`src/rtl/core/bfdh_pkg.sv`:
```
// Shared types, constants and hash tables for the double-hash Bloom filter.
// No dependencies; bfdh_mix_unit, bloom_filter_double_hash and bfdh_checker import it.
package bfdh_pkg;

   // Filter geometry. The filter size is a power of two, so a probe position
   // modulo the size is just the low bits of the wrapped sum.
   localparam int FILTER_BITS = 65536;
   localparam int ROW_BITS    = 64;
   localparam int ROWS        = FILTER_BITS / ROW_BITS;
   localparam int POS_W       = $clog2(FILTER_BITS);
   localparam int ROW_W       = $clog2(ROWS);
   localparam int COL_W       = $clog2(ROW_BITS);
   localparam int PROBES      = 4;
   localparam int PROBE_W     = $clog2(PROBES);
   localparam int KEY_W       = 64;
   localparam int HALF_W      = KEY_W / 2;
   localparam int SHIFT_W     = $clog2(KEY_W);

   // Mode codes
   localparam logic [1:0] MODE_INSERT = 2'd0;
   localparam logic [1:0] MODE_QUERY  = 2'd1;
   localparam logic [1:0] MODE_CLEAR  = 2'd2;
   localparam logic [1:0] MODE_NONE   = 2'd3;

   typedef struct packed {
      logic [1:0]       mode;
      logic [KEY_W-1:0] key;
   } req_type;

   typedef struct packed {
      logic       might_contain;
      logic [1:0] done_mode;
   } rsp_type;

   // Mix unit to controller: low bits of both mixes, valid for one cycle.
   typedef struct packed {
      logic             valid;
      logic [POS_W-1:0] h1;
      logic [POS_W-1:0] h2;
   } mix_result_type;

   // Multiplier constant: sel 0 = splitmix64 finaliser, 1 = fmix64.
   function automatic logic [KEY_W-1:0] mix_mult(input logic sel, input logic step);
      logic [KEY_W-1:0] c;
      case ({sel, step})
         2'b00:   c = 64'hbf58476d1ce4e5b9;
         2'b01:   c = 64'h94d049bb133111eb;
         2'b10:   c = 64'hff51afd7ed558ccd;
         default: c = 64'hc4ceb9fe1a85ec53;
      endcase
      return c;
   endfunction

   // Xor-shift amount for each of the three xor-shift steps of a mix.
   function automatic logic [SHIFT_W-1:0] mix_shift(input logic sel,
                                                    input logic [1:0] step);
      logic [SHIFT_W-1:0] s;
      case ({sel, step})
         3'b000:  s = 6'd30;
         3'b001:  s = 6'd27;
         3'b010:  s = 6'd31;
         default: s = 6'd33;
      endcase
      return s;
   endfunction

endpackage

```
`src/rtl/core/bfdh_mix_unit.sv`:
```
// Iterative key mixer: both 64-bit finalisers on one shared 32x32 multiplier
// and one xor-shifter. Depends on bfdh_pkg.
module bfdh_mix_unit (
   input  logic                        clock,
   input  logic                        reset,
   input  logic                        start,
   input  logic [bfdh_pkg::KEY_W-1:0]  key,
   output bfdh_pkg::mix_result_type    result
);
   import bfdh_pkg::*;

   localparam logic [1:0] M_IDLE = 2'd0;
   localparam logic [1:0] M_XSH  = 2'd1;
   localparam logic [1:0] M_MUL  = 2'd2;

   logic [1:0]       state_ff, state_in;
   logic             sel_ff, sel_in;
   logic [1:0]       step_ff, step_in;
   logic [1:0]       part_ff, part_in;
   logic [KEY_W-1:0] key_ff, key_in;
   logic [KEY_W-1:0] v_ff, v_in;
   logic [KEY_W-1:0] acc_ff, acc_in;
   logic [POS_W-1:0] h1_ff, h1_in;
   logic [POS_W-1:0] h2_ff, h2_in;
   logic             valid_ff, valid_in;

   logic [KEY_W-1:0]  xsh_src, xsh_out, cst;
   logic [HALF_W-1:0] a_op, b_op;
   logic [KEY_W-1:0]  prod;

   // shared xor-shifter; step 0 starts from the key
   assign xsh_src = (step_ff == 2'd0) ? key_ff : v_ff;
   assign xsh_out = xsh_src ^ (xsh_src >> mix_shift(sel_ff, step_ff));

   // shared multiplier: low 64 bits of v * c in three partial products
   assign cst  = mix_mult(sel_ff, step_ff[0]);
   assign a_op = (part_ff == 2'd2) ? v_ff[KEY_W-1:HALF_W] : v_ff[HALF_W-1:0];
   assign b_op = (part_ff == 2'd1) ? cst[KEY_W-1:HALF_W] : cst[HALF_W-1:0];
   assign prod = {{HALF_W{1'b0}}, a_op} * {{HALF_W{1'b0}}, b_op};

   always_comb begin
      state_in = state_ff;
      sel_in   = sel_ff;
      step_in  = step_ff;
      part_in  = part_ff;
      key_in   = key_ff;
      v_in     = v_ff;
      acc_in   = acc_ff;
      h1_in    = h1_ff;
      h2_in    = h2_ff;
      valid_in = 1'b0;
      case (state_ff)
         M_IDLE: begin
            if (start) begin
               key_in   = key;
               sel_in   = 1'b0;
               step_in  = 2'd0;
               state_in = M_XSH;
            end
         end
         M_XSH: begin
            if (step_ff == 2'd2) begin
               if (!sel_ff) begin
                  h1_in   = xsh_out[POS_W-1:0];
                  sel_in  = 1'b1;
                  step_in = 2'd0;
               end else begin
                  h2_in    = xsh_out[POS_W-1:0];
                  valid_in = 1'b1;
                  state_in = M_IDLE;
               end
            end else begin
               v_in     = xsh_out;
               part_in  = 2'd0;
               state_in = M_MUL;
            end
         end
         M_MUL: begin
            case (part_ff)
               2'd0: begin
                  acc_in  = prod;
                  part_in = 2'd1;
               end
               2'd1: begin
                  acc_in  = acc_ff + {prod[HALF_W-1:0], {HALF_W{1'b0}}};
                  part_in = 2'd2;
               end
               default: begin
                  v_in     = acc_ff + {prod[HALF_W-1:0], {HALF_W{1'b0}}};
                  step_in  = step_ff + 2'd1;
                  state_in = M_XSH;
               end
            endcase
         end
         default: state_in = M_IDLE;
      endcase
   end

   always_ff @(posedge clock) begin
      if (reset) begin
         state_ff <= M_IDLE;
         valid_ff <= 1'b0;
      end else begin
         state_ff <= state_in;
         valid_ff <= valid_in;
      end
      sel_ff  <= sel_in;
      step_ff <= step_in;
      part_ff <= part_in;
      key_ff  <= key_in;
      v_ff    <= v_in;
      acc_ff  <= acc_in;
      h1_ff   <= h1_in;
      h2_ff   <= h2_in;
   end

   assign result.valid = valid_ff;
   assign result.h1    = h1_ff;
   assign result.h2    = h2_ff;

endmodule

```
`config.mk`:
```
export PLATFORM = sky130hd
export DESIGN_NAME = bfdh_mix_unit
export DESIGN_NICKNAME = d
export VERILOG_FILES = /design/src/rtl/core/bfdh_pkg.sv /design/src/rtl/core/bfdh_mix_unit.sv
export SDC_FILE = /design/constraint.sdc
export NUM_CORES = 2
export LEC_CHECK = 0
export BUFFER_PORTS_ARGS = -buffer_cell sky130_fd_sc_hd__buf_2
export CAP_MARGIN = 15
export CORE_MARGIN = 5
export CORE_UTILIZATION = 50
export DETAILED_ROUTE_END_ITERATION = 16
export PLACE_DENSITY_LB_ADDON = 0.08
export RECOVER_POWER = 100
export SETUP_SLACK_MARGIN = 0.15
export SYNTH_ARGS = -nofsm -noshare
export SYNTH_HDL_FRONTEND = slang
export SYNTH_SLANG_ARGS = --single-unit
```
`constraint.sdc`:
```
create_clock -name clock -period 15.7 [get_ports clock]
set_input_delay 0.785 -clock clock [delete_from_list [all_inputs] [get_ports clock]]
set_output_delay 0.785 -clock clock [all_outputs]
set_load 0.02 [all_outputs]
```
# After elaboration in Yosys (flattened, before gate mapping)
# Cells that the tools add are included.
[totals]
rom_bits = 0
output_inout_bits = 33
in_bits = 67
n_memories = 0
ff_bits = 232
latchBits = 0
mem_bits_rw = 0
wordCells = 80
[op_classes]
eq_ne = 16
n_reduce_logical = 20
bitwise = 4
n_mul = 1
div_mod_pow = 0
addsub = 2
n_lt_le_gt_ge = 0
n_mux = 26
n_shift = 1
[ops]
columns = ["op", "n"]
rows = [
  ["64-bit case mux with 2 select lines", 2],
  ["64-bit two-way mux", 3],
  ["63-bit case mux with 3 select lines", 1],
  ["64-bit adder", 1],
  ["32-bit by 32-bit multiplier with 64-bit output", 1],
  ["32-bit two-way mux", 2],
  ["64-bit by 6-bit >> shifter with 64-bit output", 1],
  ["64-bit XOR", 1],
  ["2-bit two-way mux", 9],
  ["6-bit case mux with 3 select lines", 1],
  ["3-bit AND reduction", 6],
  ["2-bit case mux with 3 select lines", 2],
  ["2-bit inequality test (second input constant)", 5],
  ["2-bit == test (second input constant)", 4],
  ["2-bit logical NOT", 4],
  ["2-bit case mux with 2 select lines", 2],
  ["2-bit by 1-bit == test with 1-bit output (second input constant)", 3],
  ["3-bit inequality test (second input constant)", 2],
  ["2-bit nonzero test", 3],
  ["5-bit AND reduction", 1],
  ["2-bit AND reduction", 2],
  ["3-bit by 1-bit == test with 1-bit output (second input constant)", 1],
  ["3-bit by 2-bit == test with 1-bit output (second input constant)", 1],
  ["3-bit logical NOT", 1],
  ["7 further kinds", 11],
]

# Longest topological paths before layout
[depth]
depth_word = 7
ltp_mapped = 40
ltp_nobuf = 36

# Worst setup path after synthesis
# Ideal clock, no wire load.
[synth_timing]
kind = "reg2reg"
start = "reg sel_ff"
end = "reg acc_ff[61], data pin"
t_arrival_ns = 9.311
path_slack_ns = 6.126
period_less_slack_ns = 9.574
path_buffers = 4
stages_incl_launch_ff = 37
required_ns = 15.438
setup_ns = 0.262
path_cell_list = "edfxtp_1 > buf_2 > clkinv_1 > ha_1 > clkbuf_1 > o31ai_1 > clkbuf_1 > nor2_1 > fa_1 > fa_1 > fa_1 > inv_1 > fa_1 > inv_1 > fa_1 > inv_1 > fa_1 > inv_1 > fa_1 > fa_1 > ha_1 > nand2_1 > nor4_1 > o2111ai_1 > nand3_1 > xor2_1 > ha_1 > clkbuf_1 > a21o_1 > a21o_1 > a21oi_1 > o21ai_0 > and3_1 > nand2b_1 > a21oi_1 > mux2i_1 > nand3_1"
[synth_via]
elab_chain_len = 6
elab_cells_between_ends = 8
classes_between = "1 x add/sub; 1 x mul; 2 x eq/ne; 3 x mux; 1 x reduce/logical"
[synth_lines]
columns = ["item", "line", "source"]
rows = [
  ["start: declaration", "bfdh_mix_unit.sv:17", "logic sel_ff, sel_in;"],
  ["start signal: assignment", "bfdh_mix_unit.sv:107", "sel_ff <= sel_in;"],
  ["2-bit == test (tied with other cells)", "bfdh_pkg.sv:45", "case ({sel, step})"],
  ["63-bit case mux with 3 select lines (*)", "bfdh_pkg.sv:45", ""],
  ["32-bit two-way mux (*)", "bfdh_mix_unit.sv:38", "assign b_op = (part_ff == 2'd1) ? cst[KEY_W-1:HALF_W] : cst[HALF_W-1:0];"],
  ["32-bit by 32-bit multiplier with 64-bit output (*)", "bfdh_mix_unit.sv:39", "assign prod = {{HALF_W{1'b0}}, a_op} * {{HALF_W{1'b0}}, b_op};"],
  ["64-bit adder", "bfdh_mix_unit.sv:85", "acc_in = acc_ff + {prod[HALF_W-1:0], {HALF_W{1'b0}}};"],
  ["64-bit case mux with 2 select lines (*)", "bfdh_mix_unit.sv:79", "case (part_ff)"],
  ["end signal: assignment", "bfdh_mix_unit.sv:112", "acc_ff <= acc_in;"],
  ["end: declaration", "bfdh_mix_unit.sv:22", "logic [KEY_W-1:0] acc_ff, acc_in;"],
]
# Every way passes the cells marked *; elsewhere a longest branch is shown, timed or not.
# A chain may end at the register's enable or synchronous reset.

# Worst setup path after layout
[layout_timing]
start = "reg part_ff[1]"
end = "reg acc_ff[51], data pin"
[layout_via]
elab_chain_len = 5
elab_cells_between_ends = 8
classes_between = "1 x add/sub; 1 x mul; 2 x eq/ne; 3 x mux; 1 x reduce/logical"
[layout_lines]
columns = ["item", "line", "source"]
rows = [
  ["start: declaration", "bfdh_mix_unit.sv:19", "logic [1:0] part_ff, part_in;"],
  ["start signal: assignment", "bfdh_mix_unit.sv:109", "part_ff <= part_in;"],
  ["2-bit == test or 2-bit by 1-bit == test with 1-bit output (tied branches)", "bfdh_mix_unit.sv:37, bfdh_mix_unit.sv:38, bfdh_mix_unit.sv:79", ""],
  ["32-bit two-way mux, on equally long branches", "bfdh_mix_unit.sv:37, bfdh_mix_unit.sv:38", ""],
  ["32-bit by 32-bit multiplier with 64-bit output", "bfdh_mix_unit.sv:39", ""],
  ["64-bit adder", "bfdh_mix_unit.sv:85", ""],
  ["64-bit case mux with 2 select lines (*)", "bfdh_mix_unit.sv:79", ""],
]
# Marked as above.

==> impl_metrics.csv <==
group,metric,value,unit
status,status,"finished, violations left",
status,violations,"capacitance limit, slew limit",
synth,synth_warnings,0,
worst_setup_path,cp.arrival,13.38,ns
worst_setup_path,crit_required,15.95,ns
sta,setup_violations,0,
clock_network,cts_buffer_depth,3,
flow_run,maxCapViolations,11,
clock_network,clk_pin_slew,0.07,ns
sta,min_period_over_period,83.62,%
detailed_routing,via_per_inst,5.793,
floorplan,die_area,95900,sq um
clock_network,post-cts-setup-buffers,0,
sta,drv_slew,439,
worst_setup_path,r2r_cells,21,
clock_network,cts_tree,"done",
sta,finClkSkew,0.01123,ns
global_routing,grt_pass1_vias,34910,
worst_setup_path,r2r_setup_slack,2.57,ns
detailed_routing,wl,154500,um
floorplan,initial_core_util,50.12,%
clock_network,cts_hold_buffers,0,
final_layout,final_common_cell,"fa_1",
clock_network,cts_resized,0,
global_routing,grt_pass1_wl,230200,um
synth,syn_nets,6095,
worst_setup_path,path_class,"reg -> reg",
worst_setup_path,cp-end-kind,"flop",
floorplan,io_pins,100,
place,port_buffers,99,
detailed_routing,drc,0,
synth,synthArstFlopShare,0,%
synth,syn_area,44900,sq um
synth,ys_ff_latch,232,
sta,finalCriticalPeriod,13.13,ns
detailed_routing,dr.pass1.iters,5,
sta,setup_tns,0,ns
detailed_routing,wl_per_cell,25.88,um
final_layout,area_growth,5.057,%
global_routing,antenna_found_initial,1,
worst_setup_path,endpoint,"acc_ff[51]$_DFFE_PP_",
synth,synth.distinct_cells,81,
clock_network,numCtsBuffers,20,
clock_network,clock-sinks,232,
final_layout,mostFrequentLayoutCells,"897 x fa_1, 843 x inv_1, 751 x nand2_1",
place,gp_congestion,0.9929,
global_routing,grt_max_degree,82,
floorplan,die_w,309.7,um
sta,worstMarginPinSlew,3.736,ns
clock_network,clock_latency,0.52,ns
final_layout,final_nets,6051,
worst_setup_path,startpoint,"part_ff[1]$_SDFFCE_PN0P_",
floorplan,placementRows,110,
global_routing,grt_usage,32.56,%
clock_network,cts_root_buf,"clkbuf_16",
global_routing,overflow,0,
worst_setup_path,reg2reg_from,"part_ff[1]$_SDFFCE_PN0P_",
detailed_routing,route.vias.total,34590,
detailed_routing,ant_nets,0,
final_layout,utilization,52.65,%
clock_network,htree_levels,1,
synth,synth-edff-count,229,
worst_setup_path,r2r-end,"acc_ff[51]$_DFFE_PP_",
synth,seq_area_frac_synth,15.45,%
final_layout,drive_gt1_share,5.258,%
sta,fmax,76.18,MHz
synth,synth_cells,4825,
worst_hold_path,hp-class,"in -> reg",
synth,ys.flop_type,"edfxtp_1",
floorplan,core,89600,sq um
worst_setup_path,cp_max_fo,29,
worst_setup_path,cp-start-kind,"flop",
sta,hold_violations,0,
synth,syn_avg_cell_area,9.306,sq um
floorplan,dieHeight,309.7,um
detailed_routing,drt_iter0_drc,3322,
place,hpwl,128400,um
sta,rsz0062_at_grt,"no",
sta,slew_headroom,-149.1,%
flip-flops by register name, summed over array words and instances, names as in the netlist, 2 cells and up, named ones only:
name,cells
part_ff,2
state_ff,2
h1_ff,16
step_ff,2
acc_ff,64
h2_ff,16
key_ff,64
v_ff,49
critical path, stage by stage, from the launching register on:
cell and delay [ns]:
edfxtp_1 0.53, nor2b_1 1.59, nand2_1 1.13, nand2_1 1.58
nand2_1 0.21, fa_1 0.60, fa_1 0.45, fa_1 0.69
fa_1 0.47, fa_1 0.46, fa_1 0.49, inv_1 0.05
fa_1 0.61, fa_1 0.50, ha_1 0.47, and3_1 0.24
nand2_1 0.13, a2111oi_0 1.26, o21ai_0 0.63, o21ai_0 0.35
xnor2_1 0.24, mux2i_1 0.13
area by class of cell:
type / instances / area [sq um]
antenna: 1 / 2.502
clock buffer: 29 / 575.6
clock inverter: 5 / 103.9
fill: 8542 / 42420
inverter: 844 / 3168
multi-input combinational: 3506 / 33930
sequential: 232 / 6937
tap: 1176 / 1471
timing repair buffer: 177 / 991.0
logic make-up (layout without fill, tap and decap cells):
group / Yosys count / in the layout / share of synthesized area (%)
fa+ha+maj: 1203 / 1203 / 48.52
simple gates: 1527 / 1527 / 14.02
other cells: 0 / 1 / 0
buf+inv: 1087 / 1055 / 9.167
flops: 232 / 232 / 15.45
xor+xnor: 113 / 113 / 2.235
compound gates: 498 / 498 / 6.819
mux: 165 / 165 / 3.792
routing by layer:
metal  GRT usage (%)  wire (um)
met2           49.42      67630
met5               0          0
met4           10.87       6987
met1           46.76      64280
met3           7.468      15590
how the worst min path moves through the flow:
stage / start / slack (ns) / cells past startpoint / endpoint
finish: key[58] / 0.44 / 1 / key_ff[58]$_DFFE_PP_
global placement: acc_ff[5]$_DFFE_PP_ / 0.50 / 2 / v_ff[5]$_DFFE_PP_
floorplan: acc_ff[0]$_DFFE_PP_ / 0.48 / 2 / v_ff[0]$_DFFE_PP_
detailed placement: acc_ff[5]$_DFFE_PP_ / 0.50 / 2 / v_ff[5]$_DFFE_PP_
global route: key[56] / 0.42 / 1 / key_ff[56]$_DFFE_PP_
CTS: key[55] / 0.43 / 1 / key_ff[55]$_DFFE_PP_
stage by stage:
stage | setup slack (ns) | instances | hold slack (ns) | cell area, sq um
final | 2.572 | 5970 | 0.4399 | 47170
after global routing | 2.249 | 5969 | 0.4238 | 47170
after CTS | 4.213 | 5969 | 0.4295 | 47380
after detailed placement | 4.272 | 5935 | 0.4965 | 46700
after global placement | 4.410 | 5935 | 0.4951 | 46700
after floorplan | 6.126 | 4825 | 0.4836 | 44900
cell usage after synthesis (21+ instances only):
library cell  instances  area [sq um]
inv_1               843          3164
xor2_1               42         367.9
ha_1                306          3829
mux2_2               41         461.7
mux2i_1             124          1241
nor2_1              519          1948
a21oi_1             175         875.8
clkbuf_1            206         773.2
o21ai_0             137         685.7
edfxtp_1            229          6877
fa_1                897         17960
and2_1               45         281.5
nand3_1              75         375.4
nand4_1              27         168.9
xnor2_1              70         613.1
buf_1                21         78.83
o21bai_1             22         165.2
nand2_1             751          2819
a21o_1               36         270.3
Power is left out: the tool's default activity adds up to more than one toggle a clock period on the data nets, which glitch-free logic cannot reach.
